## src/design/adsr_pkg.sv

```systemverilog
// ----------------------------------------------------------------------------
// ADSR envelope gain package
// Shared codes, fixed-point constants and types for the envelope block.
// ----------------------------------------------------------------------------
package adsr_pkg;

  // Gains are unsigned Q1.15; 1.0 is the top bit of a 16-bit word.
  localparam int GAIN_BITS = 16;
  localparam int FRAC_BITS = 15;
  localparam logic [GAIN_BITS-1:0] GAIN_ONE = 16'h8000;
  localparam int ROUND_HALF = 16384;

  // Default stage length: one millisecond at 44.1 kHz.
  localparam int DEFAULT_LEN = 1 * 44100 / 1000;

  // One multiplier or quotient bit per cycle, one per gain bit.
  localparam int STEP_BITS = $clog2(GAIN_BITS);

  // Commands carried with each input word.
  typedef enum logic [1:0] {
    CMD_SAMPLE   = 2'd0,
    CMD_NOTE_ON  = 2'd1,
    CMD_NOTE_OFF = 2'd2
  } cmd_e;

  // Configuration register indexes.
  typedef enum logic [1:0] {
    REG_ATTACK_LEN  = 2'd0,
    REG_DECAY_LEN   = 2'd1,
    REG_SUSTAIN_LVL = 2'd2,
    REG_RELEASE_LEN = 2'd3
  } reg_e;

  // Envelope stages as reported on the output.
  typedef enum logic [1:0] {
    STAGE_ATTACK  = 2'd0,
    STAGE_DECAY   = 2'd1,
    STAGE_SUSTAIN = 2'd2,
    STAGE_RELEASE = 2'd3
  } stage_e;

  // Sequencer states.
  typedef enum logic [2:0] {
    ST_IDLE,
    ST_MUL,
    ST_NORM,
    ST_DIV,
    ST_FIN
  } state_e;

  // What the current multiply or divide pass computes.
  typedef enum logic [1:0] {
    PASS_GAIN,
    PASS_REL,
    PASS_SMP
  } pass_e;

endpackage

```

## src/design/adsr_envelope_gain.sv

```systemverilog
// ----------------------------------------------------------------------------
// ADSR envelope gain
// Linear attack/decay/sustain/release envelope applied to a sample stream,
// built around a bit-serial shift-add multiplier and restoring divider.
// ----------------------------------------------------------------------------
//
//  Channel  | Signals                                   | Direction
//  ---------+-------------------------------------------+----------
//  input    | in_valid/in_ready, cmd, audio_in,         | in
//           | start_position                            |
//  output   | out_valid/out_ready, audio_out, stage,    | out
//           | release_done                              |
//  config   | cfg_we, cfg_index, cfg_data (write only)  | in
//
// A note command leaves the block ready for the next word. A sample word
// runs through up to three multiply passes (one gain bit per cycle), each
// pass that forms a gain ratio followed by a normalize step and a restoring
// divide, and ends in a final state. Sustain needs the fewest passes and
// release the most; a release that has run out needs none.
// Reset restores the default lengths and full sustain and leaves the note held
// at position one. A stalled output holds its word; the next word is taken
// while it waits and finishes into the final state, which holds until the
// output register is free.
module adsr_envelope_gain #(
  parameter int COUNT_BITS  = 20,
  parameter int SAMPLE_BITS = 16
) (
  input  logic                          clk_i,
  input  logic                          rst_ni,
  input  logic                          cfg_we_i,
  input  logic [1:0]                    cfg_index_i,
  input  logic [((COUNT_BITS > adsr_pkg::GAIN_BITS) ? COUNT_BITS :
                 adsr_pkg::GAIN_BITS)-1:0] cfg_data_i,
  input  logic                          in_valid_i,
  output logic                          in_ready_o,
  input  logic [1:0]                    cmd_i,
  input  logic signed [SAMPLE_BITS-1:0] audio_in_i,
  input  logic [COUNT_BITS:0]           start_position_i,
  output logic                          out_valid_o,
  input  logic                          out_ready_i,
  output logic signed [SAMPLE_BITS-1:0] audio_out_o,
  output logic [1:0]                    stage_o,
  output logic                          release_done_o
);
  import adsr_pkg::*;

  localparam int CB = COUNT_BITS;
  localparam int SB = SAMPLE_BITS;
  // Multiplicand width: an unsigned count or a signed sample, plus a sign bit.
  localparam int XW = ((CB > SB) ? CB : SB) + 1;
  localparam int PW = XW + 1 + GAIN_BITS;
  localparam int QW = PW - FRAC_BITS;

  // Configuration registers.
  logic [CB-1:0]        attack_len_q, decay_len_q, release_len_q;
  logic [GAIN_BITS-1:0] sustain_q;

  // Envelope state.
  logic [CB:0]   pos_q, pos_d;
  logic [CB-1:0] rp_q, rp_d;
  logic          released_q, released_d;
  stage_e        frozen_q, frozen_d;
  logic          done_q, done_d;

  // Sequencer.
  state_e               st_q, st_d;
  pass_e                pass_q, pass_d;
  logic [STEP_BITS-1:0] cnt_q, cnt_d;

  // Datapath.
  logic [XW-1:0]        x_q, x_d;
  logic [GAIN_BITS-1:0] y_q, y_d;
  logic [XW:0]          hi_q, hi_d;
  logic [GAIN_BITS-1:0] lo_q, lo_d;
  logic [CB:0]          rem_q, rem_d;
  logic [CB-1:0]        den_q, den_d;
  logic                 dec_q, dec_d;
  logic [SB-1:0]        smp_q, smp_d;
  logic                 rel_q, rel_d;
  logic [CB-1:0]        rk_q, rk_d;
  logic                 zero_q, zero_d;
  stage_e               res_stage_q, res_stage_d;
  logic                 res_done_q, res_done_d;

  // Output register.
  logic          out_valid_q, out_valid_d;
  logic [SB-1:0] out_audio_q, out_audio_d;
  stage_e        out_stage_q, out_stage_d;
  logic          out_done_q, out_done_d;

  // Combinational helpers.
  logic [CB-1:0]        a_eff_w, d_eff_w, r_eff_w;
  logic [GAIN_BITS-1:0] l_eff_w;
  logic                 acc_w, acc_smp_w;
  logic [CB:0]          plast_w, ad_sum_w, p_w, p_off_w;
  stage_e               held_stage_w, s_w;
  logic                 p_gt_a_w;
  logic [CB-1:0]        k_w, rk_w, rp_inc_w;
  logic                 rel_zero_w, done_next_w;
  logic                 imm_gain_w;
  logic [GAIN_BITS-1:0] imm_gv_w, gv_w, quo_w;
  logic                 last_w, div_done_w, gain_rdy_w, rel_w, zero_now_w;
  logic [SB-1:0]        smp_w;
  logic [CB+1:0]        div_t_w, div_m_w, div_diff_w;
  logic                 div_ge_w;
  logic [XW+1:0]        mul_add_w, mul_sum_w;
  logic [PW-1:0]        prod_w;
  logic [CB+16:0]       norm_w;
  logic signed [PW-1:0] rnd_w;
  logic [QW-1:0]        qv_w;
  logic                 ovf_w;
  logic [SB-1:0]        sat_w;
  logic                 out_free_w;

  assign in_ready_o     = (st_q == ST_IDLE);
  assign out_valid_o    = out_valid_q;
  assign audio_out_o    = out_audio_q;
  assign stage_o        = out_stage_q;
  assign release_done_o = out_done_q;

  // Effective configuration: zero lengths act as one, sustain caps at 1.0.
  always_comb begin
    a_eff_w = (attack_len_q == '0) ? CB'(1) : attack_len_q;
    d_eff_w = (decay_len_q == '0) ? CB'(1) : decay_len_q;
    r_eff_w = (release_len_q == '0) ? CB'(1) : release_len_q;
    l_eff_w = (sustain_q > GAIN_ONE) ? GAIN_ONE : sustain_q;
  end

  // Stage, position and gain setup for the sample word being accepted.
  always_comb begin
    acc_w     = in_valid_i && in_ready_o;
    acc_smp_w = acc_w && (cmd_i == CMD_SAMPLE);
    plast_w   = (pos_q != '0) ? (pos_q - 1'b1) : '0;
    ad_sum_w  = {1'b0, a_eff_w} + {1'b0, d_eff_w};
    if (pos_q <= {1'b0, a_eff_w}) begin
      held_stage_w = STAGE_ATTACK;
    end else if (pos_q <= ad_sum_w) begin
      held_stage_w = STAGE_DECAY;
    end else begin
      held_stage_w = STAGE_SUSTAIN;
    end
    p_w      = released_q ? plast_w : pos_q;
    s_w      = released_q ? frozen_q : held_stage_w;
    p_gt_a_w = (p_w > {1'b0, a_eff_w});
    p_off_w  = p_w - {1'b0, a_eff_w};
    if (!p_gt_a_w) begin
      k_w = '0;
    end else if (p_off_w > {1'b0, d_eff_w}) begin
      k_w = d_eff_w;
    end else begin
      k_w = p_off_w[CB-1:0];
    end
    rel_zero_w  = released_q && (rp_q >= r_eff_w);
    rp_inc_w    = (rp_q != '1) ? (rp_q + 1'b1) : rp_q;
    done_next_w = done_q || (rp_inc_w >= r_eff_w);
    // Gains that need no division: sustain, and attack past its length.
    case (s_w)
      STAGE_ATTACK: begin
        imm_gain_w = p_gt_a_w;
        imm_gv_w   = GAIN_ONE;
      end
      STAGE_DECAY: begin
        imm_gain_w = 1'b0;
        imm_gv_w   = GAIN_ONE;
      end
      default: begin
        imm_gain_w = 1'b1;
        imm_gv_w   = l_eff_w;
      end
    endcase
  end

  // Multiplier and divider steps, and the gain hand-off between passes.
  always_comb begin
    mul_add_w  = y_q[0] ? {{2{x_q[XW-1]}}, x_q} : '0;
    mul_sum_w  = {hi_q[XW], hi_q} + mul_add_w;
    prod_w     = {hi_q, lo_q};
    norm_w     = {prod_w[CB+15:0], 1'b0} + (CB+17)'(den_q);
    div_t_w    = {rem_q, lo_q[GAIN_BITS-1]};
    div_m_w    = {1'b0, den_q, 1'b0};
    div_ge_w   = (div_t_w >= div_m_w);
    div_diff_w = div_t_w - div_m_w;
    quo_w      = {lo_q[GAIN_BITS-2:0], div_ge_w};
    last_w     = (cnt_q == '0);
    div_done_w = (st_q == ST_DIV) && last_w;
    gain_rdy_w = (acc_smp_w && !rel_zero_w && imm_gain_w) ||
                 (div_done_w && (pass_q == PASS_GAIN));
    if (acc_smp_w) begin
      gv_w = imm_gv_w;
    end else if (dec_q) begin
      gv_w = GAIN_ONE - quo_w;
    end else begin
      gv_w = quo_w;
    end
    rel_w      = acc_smp_w ? released_q : rel_q;
    smp_w      = acc_smp_w ? audio_in_i : smp_q;
    rk_w       = acc_smp_w ? (r_eff_w - rp_q) : rk_q;
    // A negative sample with a nonzero release gain gives silence.
    zero_now_w = gain_rdy_w && rel_w && smp_w[SB-1] && (gv_w != '0);
  end

  // Rounding and saturation of the scaled sample.
  always_comb begin
    rnd_w  = $signed(prod_w) + $signed(PW'(ROUND_HALF));
    qv_w   = rnd_w[PW-1:FRAC_BITS];
    ovf_w  = !(&qv_w[QW-1:SB-1]) && (|qv_w[QW-1:SB-1]);
    if (!ovf_w) begin
      sat_w = qv_w[SB-1:0];
    end else if (qv_w[QW-1]) begin
      sat_w = {1'b1, {(SB-1){1'b0}}};
    end else begin
      sat_w = {1'b0, {(SB-1){1'b1}}};
    end
    out_free_w = !out_valid_q || out_ready_i;
  end

  // Next state.
  always_comb begin
    st_d = st_q;
    unique case (st_q)
      ST_IDLE: begin
        if (acc_smp_w) begin
          if (rel_zero_w || zero_now_w) begin
            st_d = ST_FIN;
          end else begin
            st_d = ST_MUL;
          end
        end
      end
      ST_MUL: begin
        if (last_w) begin
          st_d = (pass_q == PASS_SMP) ? ST_FIN : ST_NORM;
        end
      end
      ST_NORM: begin
        st_d = ST_DIV;
      end
      ST_DIV: begin
        if (last_w) begin
          st_d = zero_now_w ? ST_FIN : ST_MUL;
        end
      end
      ST_FIN: begin
        if (out_free_w) begin
          st_d = ST_IDLE;
        end
      end
    endcase
  end

  // Datapath and envelope state updates.
  always_comb begin
    pos_d       = pos_q;
    rp_d        = rp_q;
    released_d  = released_q;
    frozen_d    = frozen_q;
    done_d      = done_q;
    pass_d      = pass_q;
    cnt_d       = cnt_q;
    x_d         = x_q;
    y_d         = y_q;
    hi_d        = hi_q;
    lo_d        = lo_q;
    rem_d       = rem_q;
    den_d       = den_q;
    dec_d       = dec_q;
    smp_d       = smp_q;
    rel_d       = rel_q;
    rk_d        = rk_q;
    zero_d      = zero_q;
    res_stage_d = res_stage_q;
    res_done_d  = res_done_q;
    out_valid_d = out_valid_q && !out_ready_i;
    out_audio_d = out_audio_q;
    out_stage_d = out_stage_q;
    out_done_d  = out_done_q;

    // Accepted word: note commands act at once, samples start the work.
    if (acc_w) begin
      case (cmd_i)
        CMD_SAMPLE: begin
          smp_d  = audio_in_i;
          rel_d  = released_q;
          rk_d   = r_eff_w - rp_q;
          zero_d = rel_zero_w;
          if (released_q) begin
            res_stage_d = STAGE_RELEASE;
            rp_d        = rp_inc_w;
            done_d      = done_next_w;
            res_done_d  = done_next_w;
          end else begin
            res_stage_d = held_stage_w;
            res_done_d  = done_q;
            frozen_d    = held_stage_w;
            pos_d       = (pos_q != '1) ? (pos_q + 1'b1) : pos_q;
          end
          // Attack or decay gain needs one multiply-divide pass.
          if (!rel_zero_w && !imm_gain_w) begin
            pass_d = PASS_GAIN;
            hi_d   = '0;
            cnt_d  = '1;
            if (s_w == STAGE_DECAY) begin
              x_d   = {{(XW-CB){1'b0}}, k_w};
              y_d   = GAIN_ONE - l_eff_w;
              den_d = d_eff_w;
              dec_d = 1'b1;
            end else begin
              x_d   = {{(XW-CB){1'b0}}, p_w[CB-1:0]};
              y_d   = GAIN_ONE;
              den_d = a_eff_w;
              dec_d = 1'b0;
            end
          end
        end
        CMD_NOTE_ON: begin
          pos_d      = start_position_i;
          released_d = 1'b0;
          done_d     = 1'b0;
          rp_d       = CB'(1);
        end
        CMD_NOTE_OFF: begin
          released_d = 1'b1;
        end
        default: begin
        end
      endcase
    end

    // Envelope gain known: flag a silent word, ramp the gain down in release, else scale the sample.
    if (gain_rdy_w) begin
      if (zero_now_w) begin
        zero_d = 1'b1;
      end else if (rel_w) begin
        pass_d = PASS_REL;
        x_d    = {{(XW-CB){1'b0}}, rk_w};
        y_d    = gv_w;
        den_d  = r_eff_w;
        dec_d  = 1'b0;
        hi_d   = '0;
        cnt_d  = '1;
      end else begin
        pass_d = PASS_SMP;
        x_d    = {{(XW-SB){smp_w[SB-1]}}, smp_w};
        y_d    = gv_w;
        hi_d   = '0;
        cnt_d  = '1;
      end
    end

    case (st_q)
      // Shift-add multiply, one multiplier bit per cycle, LSB first.
      ST_MUL: begin
        hi_d  = mul_sum_w[XW+1:1];
        lo_d  = {mul_sum_w[0], lo_q[GAIN_BITS-1:1]};
        y_d   = y_q >> 1;
        cnt_d = cnt_q - 1'b1;
      end
      // Form 2*P + D; the upper part is already below the divisor 2*D.
      ST_NORM: begin
        rem_d = norm_w[CB+16:GAIN_BITS];
        lo_d  = norm_w[GAIN_BITS-1:0];
        cnt_d = '1;
      end
      // Restoring divide, one quotient bit per cycle.
      ST_DIV: begin
        rem_d = div_ge_w ? div_diff_w[CB:0] : div_t_w[CB:0];
        lo_d  = quo_w;
        cnt_d = cnt_q - 1'b1;
        if (last_w && (pass_q == PASS_REL)) begin
          pass_d = PASS_SMP;
          x_d    = {{(XW-SB){smp_q[SB-1]}}, smp_q};
          y_d    = quo_w;
          hi_d   = '0;
          cnt_d  = '1;
        end
      end
      // Hand the finished word to the output register.
      ST_FIN: begin
        if (out_free_w) begin
          out_valid_d = 1'b1;
          out_audio_d = zero_q ? '0 : sat_w;
          out_stage_d = res_stage_q;
          out_done_d  = res_done_q;
        end
      end
      default: begin
      end
    endcase
  end

  // Configuration registers.
  always_ff @(posedge clk_i or negedge rst_ni) begin
    if (!rst_ni) begin
      attack_len_q  <= CB'(DEFAULT_LEN);
      decay_len_q   <= CB'(DEFAULT_LEN);
      sustain_q     <= GAIN_ONE;
      release_len_q <= CB'(DEFAULT_LEN);
    end else if (cfg_we_i) begin
      unique case (cfg_index_i)
        REG_ATTACK_LEN:  attack_len_q  <= cfg_data_i[CB-1:0];
        REG_DECAY_LEN:   decay_len_q   <= cfg_data_i[CB-1:0];
        REG_SUSTAIN_LVL: sustain_q     <= cfg_data_i[GAIN_BITS-1:0];
        REG_RELEASE_LEN: release_len_q <= cfg_data_i[CB-1:0];
      endcase
    end
  end

  // Control and envelope state.
  always_ff @(posedge clk_i or negedge rst_ni) begin
    if (!rst_ni) begin
      st_q        <= ST_IDLE;
      pass_q      <= PASS_GAIN;
      cnt_q       <= '0;
      pos_q       <= (CB+1)'(1);
      rp_q        <= CB'(1);
      released_q  <= 1'b0;
      frozen_q    <= STAGE_ATTACK;
      done_q      <= 1'b0;
      out_valid_q <= 1'b0;
    end else begin
      st_q        <= st_d;
      pass_q      <= pass_d;
      cnt_q       <= cnt_d;
      pos_q       <= pos_d;
      rp_q        <= rp_d;
      released_q  <= released_d;
      frozen_q    <= frozen_d;
      done_q      <= done_d;
      out_valid_q <= out_valid_d;
    end
  end

  // Datapath and output payload.
  always_ff @(posedge clk_i) begin
    x_q         <= x_d;
    y_q         <= y_d;
    hi_q        <= hi_d;
    lo_q        <= lo_d;
    rem_q       <= rem_d;
    den_q       <= den_d;
    dec_q       <= dec_d;
    smp_q       <= smp_d;
    rel_q       <= rel_d;
    rk_q        <= rk_d;
    zero_q      <= zero_d;
    res_stage_q <= res_stage_d;
    res_done_q  <= res_done_d;
    out_audio_q <= out_audio_d;
    out_stage_q <= out_stage_d;
    out_done_q  <= out_done_d;
  end

endmodule
```

## config.mk

```make
export PLATFORM = sky130hd
export DESIGN_NAME = adsr_envelope_gain
export DESIGN_NICKNAME = d
export VERILOG_FILES = /design/src/design/adsr_pkg.sv /design/src/design/adsr_envelope_gain.sv
export SDC_FILE = /design/constraint.sdc
export NUM_CORES = 1
export LEC_CHECK = 0
export ABC_AREA = 1
export BUFFER_PORTS_ARGS = -buffer_cell sky130_fd_sc_hd__clkbuf_2
export CORE_MARGIN = 2
export CORE_UTILIZATION = 51
export DETAILED_ROUTE_END_ITERATION = 12
export PLACE_DENSITY = 0.76
export SYNTH_ARGS = -nofsm -noshare
export SYNTH_HDL_FRONTEND = slang
export SYNTH_SLANG_ARGS = --single-unit
```

## constraint.sdc

```tcl
create_clock -name clk_i -period 19.2 [get_ports clk_i]
set_input_delay 3.84 -clock clk_i [delete_from_list [all_inputs] [get_ports clk_i]]
set_output_delay 3.84 -clock clk_i [all_outputs]
set_load 0.02 [all_outputs]
```

==> After elaboration in Yosys (flattened, before gate mapping) <==
Index checks and enable logic that the tools add are counted.
{ "totals": {"reg_bits": 308, "latchBits": 0, "ram_bits": 0, "mem_bits_ro": 0, "inputBits": 66, "output_inout_bits": 21, "memories": 0} }
{ "classes": {"n_addsub": 13, "multipliers": 0, "div_mod_pow": 0, "magnitude_cmp": 8, "eq_ne": 21, "n_shift": 0, "mux": 100, "n_bitwise": 0, "reduce_logical": 52} }
{ "op_table": {"columns": ["cell", "count"], "rows": [
  ["20-bit 2-to-1 mux", 16],
  ["21-bit 2-to-1 mux", 13],
  ["16-bit 2-to-1 mux", 14],
  ["22-bit 2-to-1 mux", 6],
  ["21-bit case mux with 2 select lines", 2],
  ["20-bit logical NOT", 3],
  ["16-bit case mux with 3 select lines", 1],
  ["22-bit case mux with 2 select lines", 1],
  ["21-bit by 20-bit > comparator with 1-bit output", 2],
  ["20-bit greater-or-equal comparator", 2],
  ["20-bit case mux with 2 select lines", 1],
  ["38-bit by 16-bit adder with 38-bit output, second input constant", 1],
  ["37-bit by 20-bit adder with 37-bit output", 1],
  ["16-bit case mux with 2 select lines", 1],
  ["16-bit subtractor, first input constant", 2],
  ["4-bit 2-to-1 mux", 6],
  ["23-bit adder", 1],
  ["23-bit 2-to-1 mux", 1],
  ["22-bit by 21-bit greater-or-equal comparator with 1-bit output", 1],
  ["2-bit 2-to-1 mux", 11],
  ["20-bit by 20-bit adder with 21-bit output", 1],
  ["21-bit by 1-bit adder with 21-bit output, second input constant", 1],
  ["21-bit by 20-bit less-or-equal comparator with 1-bit output", 1],
  ["21-bit less-or-equal comparator", 1],
  ["other kinds (37)", 104]
]} }

==> Depth between registers and ports, before layout <==
Gate-level depths: netlist of run 1.
{ "logic_depth": {"word_depth": 18, "depth_mapped": 46, "ltp_nobuf": 43} }

==> Least setup slack after synthesis of run 1 <==
No wires, ideal clock.
{ "synth_path": {"path_kind": "input to register", "from": "in cmd_i[0]", "to": "reg x_q[5]", "setup_time_ns": 0.113, "arrival_time_ns": 6.741, "required_ns": 19.087, "path_slack_ns": 12.345, "stages": 11, "path_buffers": 3, "cell_sequence": "inv_1 ha_1 inv_1 nor2_2 clkbuf_1 buf_2 buf_1 mux2i_1 nor2_1 nor2_1 nor2_1"} }
{ "synth_via": {"elab_chain_cells": 12, "word_cells_on_any_way": 20} }
{ "synth_lines": {"columns": ["item", "line_no", "source"], "rows": [
  ["from (decl)", "adsr_envelope_gain.sv:36", "input logic [1:0] cmd_i,"],
  ["2-bit logical NOT (*)", "adsr_envelope_gain.sv:132", "acc_smp_w = acc_w && (cmd_i == CMD_SAMPLE);"],
  ["1-bit logical AND (*)", "adsr_envelope_gain.sv:132", null],
  ["named net acc_smp_w", "adsr_envelope_gain.sv:94", "logic acc_w, acc_smp_w;"],
  ["branches (longest 7 deep; another with 21-bit 2-to-1 mux)", null, null],
  ["21-bit 2-to-1 mux (*)", "adsr_envelope_gain.sv:330", "if (gain_rdy_w) begin"],
  ["21-bit 2-to-1 mux", "adsr_envelope_gain.sv:369", "if (last_w && (pass_q == PASS_REL)) begin"],
  ["21-bit 2-to-1 mux (*)", "adsr_envelope_gain.sv:350", "case (st_q)"],
  ["named net x_d[5]", "adsr_envelope_gain.sv:71", "logic [XW-1:0] x_q, x_d;"],
  ["to (signal assigned)", "adsr_envelope_gain.sv:435", "x_q <= x_d;"],
  ["to (decl)", "adsr_envelope_gain.sv:71", null]
]} }
Mark *: on every way through the listed nets, which the timed path passes.
A chain may end at the register's enable or synchronous reset.

==> Worst setup path after layout of run 1 <==
{ "layout_path": {"from": "reg attack_len_q[16]", "to": "reg x_q[15]"} }
{ "layout_via": {"elab_chain_cells": 18, "word_cells_on_any_way": 35} }
{ "layout_lines": {"columns": ["item", "line_no", "source"], "rows": [
  ["from (decl)", "adsr_envelope_gain.sv:55", "logic [CB-1:0] attack_len_q, decay_len_q, release_len_q;"],
  ["from (signal assigned)", "adsr_envelope_gain.sv:394", "attack_len_q <= CB'(DEFAULT_LEN);"],
  ["from (signal assigned)", "adsr_envelope_gain.sv:400", "REG_ATTACK_LEN: attack_len_q <= cfg_data_i[CB-1:0];"],
  ["20-bit logical NOT", "adsr_envelope_gain.sv:123", "a_eff_w = (attack_len_q == '0) ? CB'(1) : attack_len_q;"],
  ["20-bit 2-to-1 mux (*)", "adsr_envelope_gain.sv:123", null],
  ["20-bit by 20-bit adder with 21-bit output", "adsr_envelope_gain.sv:134", "ad_sum_w = {1'b0, a_eff_w} + {1'b0, d_eff_w};"],
  ["21-bit less-or-equal comparator", "adsr_envelope_gain.sv:137", "end else if (pos_q <= ad_sum_w) begin"],
  ["2-bit 2-to-1 mux", "adsr_envelope_gain.sv:137", null],
  ["2-bit 2-to-1 mux", "adsr_envelope_gain.sv:135", "if (pos_q <= {1'b0, a_eff_w}) begin"],
  ["2-bit 2-to-1 mux", null, null],
  ["2-bit by 1-bit equality test with 1-bit output or 2-bit logical NOT (tied branches)", "adsr_envelope_gain.sv:157, adsr_envelope_gain.sv:302", null],
  ["[3 not listed]", null, null],
  ["21-bit 2-to-1 mux or 1-bit logical AND (tied branches)", "adsr_envelope_gain.sv:298, adsr_envelope_gain.sv:199", null],
  ["21-bit 2-to-1 mux or 1-bit logical AND (tied branches)", "adsr_envelope_gain.sv:280, adsr_envelope_gain.sv:199", null],
  ["21-bit 2-to-1 mux or 1-bit logical AND (tied branches)", "adsr_envelope_gain.sv:279, adsr_envelope_gain.sv:199", null],
  ["21-bit 2-to-1 mux", "adsr_envelope_gain.sv:331", "if (zero_now_w) begin"],
  ["21-bit 2-to-1 mux (*)", "adsr_envelope_gain.sv:330", null],
  ["21-bit 2-to-1 mux", "adsr_envelope_gain.sv:369", null],
  ["21-bit 2-to-1 mux (*)", "adsr_envelope_gain.sv:350", null],
  ["named net x_d[15]", "adsr_envelope_gain.sv:71", null]
]} }
The timed path passes the listed nets; every way through them passes the cells marked *.

==> run summary, run 1 <==
WL final: 86700 um
Area Overhead vs Synth: 7.97%
Most area-consuming cells after synthesis: nand2_1 14%, dfrtp_1 12%, edfxtp_1 11%
GRT Resource Usage Total: 0.326
Core box area: 0.0500 mm^2
Max-Cap Viols: 0
Routed vias/inst: 5.80
CTS tree: built
Place WS: 10.93 ns
Share of cells above drive strength 1: 0.0647
Yosys reg bits: 308
Post-synth EDFFs: 96
Cts hold-fix bufs: 0
Status: finished clean
Antenna diodes: 0
Vias in the first global route: 23500
CTS max path bufs: 3
CP peak stage delay: 0.65 ns
Worst slew margin: 0.157
FP Rows: 82
Die ar.: 0.0523 mm^2
CTS sink count: 308
Slew @ Worst Pin: 1.26 ns
Initial Util: 0.516
Simple-gate share of the synthesized area: 0.277
Ys async rst share: 0.425
Number of distinct library cells after synthesis: 68
Pre-antenna DRT Iters: 6
WP data required: 19.65 ns
Clock root buffer: clkbuf_16
Drt initial violations: 3169
Min cycle time layout: 8.58 ns
HP Class: reg2reg
CTS resizes: 0
Leakage: 13.6 nW
FMAX: 117 MHz
RSZ-0062 raised after global routing: false
Multiplexer share of the synthesized area: 0.00117
# IOs: 87
# nets final: 4037
Mapped Area: 0.0258 mm^2
Final period util: 0.447
Syn avg cell area: 6.81 um^2
Final WS setup: 10.62 ns
H-tree levels: 2
Post-synth top flop: dfrtp_1
Final setup viols: 0
Aggregate global routing overflow: 0
CP max FO: 52
Post-CTS setup buffers: 0
FF-to-FF path depth: 42
Final HPWL DP: 67300 um
Biggest area consumer among synthesized cells: nand2_1
Final-report hold violation count: 0
Vias: 25900
Register area share after synthesis: 0.303
P per Cell Area: 182 mW/mm^2
Peak VDD IR: 0.0000932 V
# DRC: 0
Crit end category: register
Commonest cells post-synth: 972 x nand2_1, 466 x inv_1, 300 x nor2_1
Syn_nets: 4063
Port Buffers: 86
Pin count of the biggest net entering global routing: 79
Fin Clk Skew: 0.0289 ns
Final setup TNS: 0 ns
Synthesized-area fraction occupied by adder cells: 0.107
GP Congestion: 1.01
Worst Setup Start Kind: register
Cts bufs inserted: 39
WS Path Type: reg2reg
Synth Area in XOR/XNOR: 0.0493
Slowest CP cell: o41ai_1
WHS Path Cells: 0
Worst-Skew Late Latency: 0.59 ns
Initial antenna violation count: 1
DIE WIDTH: 229 um
Synth Area in Compound Gates: 0.164
Post-route ant nets: 0
Die height: 229 um
Slew Viols, Final: 0
FF-to-FF setup slack: 10.62 ns
Count leader, synth: nand2_1
Cell count after synthesis: 3781
Yosys warnings: 0
Clk slew on worst S/H paths: 0.06 ns
Post-DR wirelength/cell: 19.4 um
Critical Path Most Common Cell: nand2_1
Global-route wire length before repair: 134000 um
Main combinational cell family by area after synthesis: simple AND/OR/NAND/NOR gates
Critical Path AT: 9.04 ns
Area share of the largest cell type after synthesis: 0.142
[layout make-up]
| type | instances | area [um^2] |
|---|---|---|
| Timing Repair Buffer | 105 | 579 |
| Clock buffer | 51 | 1030 |
| Tap cell | 672 | 841 |
| Inverter | 484 | 1820 |
| Clock inverter | 20 | 317 |
| Fill cell | 4862 | 22100 |
| Sequential cell | 308 | 7800 |
| Multi-Input combinational cell | 2817 | 15400 |
[state kept, by name, indices dropped and copies added (netlist names), 20 cells and up]
| register | cells |
|---|---|
| attack_len_q | 20 |
| decay_len_q | 20 |
| den_q | 20 |
| release_len_q | 20 |
| pos_q | 21 |
| hi_q | 22 |
| rk_q | 20 |
| rem_q | 21 |
| rp_q | 20 |
| x_q | 21 |
[power by group]
group          switching (W)  internal [W]  leakage (nW)
Sequential          0.000324      0.000943          3.18
Clock               0.000313      0.000477         0.642
Combinational        0.00200       0.00101          9.76
Total                0.00264       0.00243          13.6
[stage by stage]
step                      hold slack, ns   util  total power, W  std cells  area (um^2)
after detailed placement           0.410  0.530         0.00418       4386        26500
after global routing               0.435  0.557         0.00546       4457        27800
after global placement             0.404  0.530         0.00414       4386        26500
final                              0.422  0.557         0.00507       4457        27800
after CTS                          0.417  0.557         0.00498       4457        27800
after floorplan                    0.400      -         0.00333       3781        25800
[critical path: cells and delay by family, from the launching register on]
| family | cells | cell delay [ns] |
|---|---|---|
| DFF | 1 | 0.40 |
| adders and majority gates | 3 | 0.99 |
| buffers and inverters | 6 | 1.04 |
| AOI/OAI and AO/OA | 7 | 2.12 |
| and+or+nand+nor | 26 | 3.78 |
[routing by layer]
layer  share of wire  track usage  vias to the layer above  wire (um)
li1                -            -                    12500          -
met1            0.42        0.446                    11900      36300
met2            0.42        0.485                     1259      36300
met3            0.11       0.0684                      213       9110
met4           0.057        0.167                        2       4960
met5         0.00015            0                        -         13
[path summary, 6_finish.rpt]
| path | from | endpoint |
|---|---|---|
| setup reg to reg | attack_len_q[16] | x_q[15] |
| max in group asynchronous | rst_ni | pass_q[0] |
| min in group asynchronous | rst_ni | attack_len_q[0] |
| hold reg to reg | res_stage_q[0] | stage_o[0] |
| setup / recovery | attack_len_q[16] | x_q[15] |
| hold / removal | res_stage_q[0] | stage_o[0] |
[kinds of logic (layout without fill, tap and decap cells)]
logic type | after synthesis | after routing
xor+xnor | 145 | 145
buf+inv | 656 | 660
simple gates | 1695 | 1695
flops | 308 | 308
fa+ha+maj | 216 | 216
mux | 3 | 3
compound gates | 758 | 758
[layout by cell type, fill, tap and decap left out, types with 14 or more instances in the layout]
| master | count |
|---|---|
| nand2_1 | 972 |
| inv_1 | 466 |
| nor2_1 | 297 |
| o21ai_0 | 289 |
| a21oi_1 | 258 |
| nand3_1 | 233 |
| ha_1 | 210 |
| dfrtp_1 | 119 |
| xor2_1 | 109 |
| edfxtp_1 | 96 |
| clkbuf_2 | 85 |
| dfxtp_1 | 81 |
| o211ai_1 | 62 |
| nand4_1 | 56 |
| nor3_1 | 44 |
| clkbuf_16 | 39 |
| xnor2_1 | 36 |
| o21ai_1 | 34 |
| a31oi_1 | 31 |
| nor4_1 | 28 |
| or2_2 | 27 |
| buf_4 | 19 |
| o21bai_1 | 15 |
| inv_2 | 14 |
No activity file was read; power rests on OpenSTA's default activity.
==> inputs of run 2 (changes only) <==
==> constraint.sdc (replaced) <==
create_clock -name clk_i -period 8.1 [get_ports clk_i]
set_input_delay 1.62 -clock clk_i [delete_from_list [all_inputs] [get_ports clk_i]]
set_output_delay 1.62 -clock clk_i [all_outputs]
set_load 0.02 [all_outputs]
==> run 2 against run 1 <==
Net effect: utilization increased by 0.27 points; die area did not move; worst setup slack worse by 10 ns; fmax increased by 15%; via count is 0.68% higher; critical endpoint unchanged; combinational power grew 140%; largest power group unchanged; global-route usage increased by 1.4 points; highest routed layer unchanged; sequential power grew 140%.
==> run summary, run 2 (synthesis gave the netlist of run 1 again) <==
Status: finished clean
Critical Path Start: attack_len_q[19]
Placed Cells: 4402 (+0.36%)
Clock root buffer: clkbuf_16
Most common cell after layout, fill and taps aside: nand2_1
Area Overhead vs Synth: 8.48%
Crit end category: register
Core box area: 0.0500 mm^2 (unchanged)
# nets final: 4054 (+0.42%)
FF-to-FF path depth: 43 (+2.4%)
Final instance area: 0.0280 mm^2 (+0.48%)
Cts hold-fix bufs: 0 (unchanged)
CP Capture Point: x_q[15]
Pin count of the biggest net entering global routing: 77 (-2.5%)
Largest Register: hi_q
Metal3 WL: 8680 um (-4.8%)
Highest metal used: met5
Cts bufs inserted: 39 (unchanged)
CTS sink count: 308 (unchanged)
GRT Resource Usage Total: 0.340 (+0.0144)
Place WS: 0.518 ns (-10.41 ns)
Drt initial violations: 2905 (-8.3%)
Worst slew margin: 0.184 (+0.0271)
WP data required: 8.54 ns (-11.11 ns)
Commonest cells after routing, fill and taps aside: 972 x nand2_1, 466 x inv_1, 297 x nor2_1, 288 x o21ai_0, 258 x a21oi_1
RSZ-0062 raised after global routing: false
Die ar.: 0.0523 mm^2 (unchanged)
Max-Cap Viols: 0 (unchanged)
WL met2: 39400 um (+8.4%)
Fin Clk Skew: 0.0216 ns (-0.00732 ns)
Slew @ Worst Pin: 1.22 ns (-0.0413 ns)
Peak VDD IR: 0.000237 V (+150%)
Pre-antenna DRT Iters: 6 (unchanged)
R2r startpoint: attack_len_q[19]
Port Buffers: 86 (unchanged)
Initial antenna violation count: 5 (+4)
FF-to-FF setup slack: 0.65 ns (-9.96 ns)
Critical Path AT: 7.89 ns (-1.15 ns)
Clk slew on worst S/H paths: 0.07 ns (about the same)
FMAX: 134 MHz (+15%)
Vias: 26000 (+0.68%)
CP peak stage delay: 0.40 ns (-0.25 ns)
Hold_ws: 0.418 ns (-0.00399 ns)
Final HPWL DP: 71100 um (+5.6%)
Final-report hold violation count: 0 (unchanged)
Slowest CP cell: dfrtp_1
Post-DR wirelength/cell: 20.3 um (+4.2%)
WS Path Type: reg2reg
Share of cells above drive strength 1: 0.0705 (+0.00576)
Final setup TNS: 0 ns (unchanged)
Leakage: 13.7 nW (+0.70%)
Worst-Skew Late Latency: 0.58 ns (about the same)
FP Rows: 82 (unchanged)
Final Non-Filler Cells: 4475 (+0.40%)
Met1 Routed Length: 38500 um (+6.0%)
Initial Util: 0.516 (unchanged)
Final WS setup: 0.654 ns (-9.96 ns)
CP max FO: 36 (-31%)
Die height: 229 um (unchanged)
Slew Viols, Final: 0 (unchanged)
Min cycle time layout: 7.45 ns (-1.14 ns)
DIE WIDTH: 229 um (unchanged)
Reg-to-Reg End: x_q[15]
H-tree levels: 2 (unchanged)
# DRC: 0 (unchanged)
Post-route ant nets: 0 (unchanged)
WL final: 90700 um (+4.6%)
Worst Setup Start Kind: register
Critical Path Most Common Cell: nand2_1
Routed vias/inst: 5.82 (+0.27%)
# IOs: 87 (unchanged)
Final period util: 0.919 (+0.472)
CTS max path bufs: 3 (unchanged)
GP Congestion: 1.01 (-0.50%)
Global-route wire length before repair: 139000 um (+3.6%)
Max reg flops: 22 (unchanged)
Aggregate global routing overflow: 0 (unchanged)
P per Cell Area: 432 mW/mm^2 (+140%)
Vias in the first global route: 24000 (+2.2%)
Final setup viols: 0 (unchanged)
CTS tree: built
DP Area: 0.0266 mm^2 (+0.44%)
HP Class: reg2reg
==> run 2: cell count changes in the layout (fill, tap and decap cells not counted), sizes merged <==
cell and change:
clkinvlp -1, buf +16, clkbuf -2, diode +1, bufinv -3, nand2 +1
clkinv +4, inv +2
==> run 2: power breakdown <==
part	total (W)	internal [W]	leakage, nW	switching (W)
Combinational	0.00725	0.00245	9.85	0.00480
Clock	0.00183	0.00107	0.642	0.000759
Sequential	0.00300	0.00223	3.18	0.000763
Total	0.0121	0.00576	13.7	0.00632
==> run 2: routing by layer <==
metal  vias up  track usage
met1     12100        0.463
met3       211       0.0697
li1      12500            -
met5         -            0
met4         2        0.137
met2      1178        0.528
==> run 2: stage by stage <==
step | total power, W | util
2_1_floorplan | 0.00789 | -
3_3_place_gp | 0.00996 | 0.532
3_5_place_dp | 0.0100 | 0.532
4_1_cts | 0.0119 | 0.558
5_1_grt | 0.0130 | 0.559
6_report | 0.0121 | 0.559
==> run 2: repair_timing <==
action,4_1_cts,5_1_grt
endpoints found under the setup margin,0,77
setup buffers,0,0
resized for setup,0,11
==> run 2: how the worst min path moves through the flow <==
stage / depth (start not counted) / slack [ns] / end / startpoint
final: 0 / 0.42 / release_done_o / res_done_q
after global routing: 0 / 0.42 / stage_o[0] / res_stage_q[0]
after CTS: 0 / 0.42 / release_done_o / res_done_q
after detailed placement: 0 / 0.41 / stage_o[0] / res_stage_q[0]
after global placement: 0 / 0.40 / stage_o[0] / res_stage_q[0]
after floorplan: 0 / 0.40 / release_done_o / res_done_q
==> run 2: worst max-delay path, delay by kind of cell, from the launching register on <==
family,cells,cell delay [ns]
DFF,1,0.40
AOI/OAI and AO/OA,7,1.28
adders and majority gates,3,0.85
buffers and inverters,7,0.89
and+or+nand+nor,26,3.84
==> run 2: final cells by class <==
type | instances | area [um^2]
diodes | 1 | 2.50
inverters | 484 | 1820
clock buffers | 49 | 1070
well taps | 672 | 841
clock inverters | 22 | 236
flip-flops and latches | 308 | 7800
fillers | 4932 | 22000
multi-input cells | 2818 | 15500
repair buffers | 121 | 718
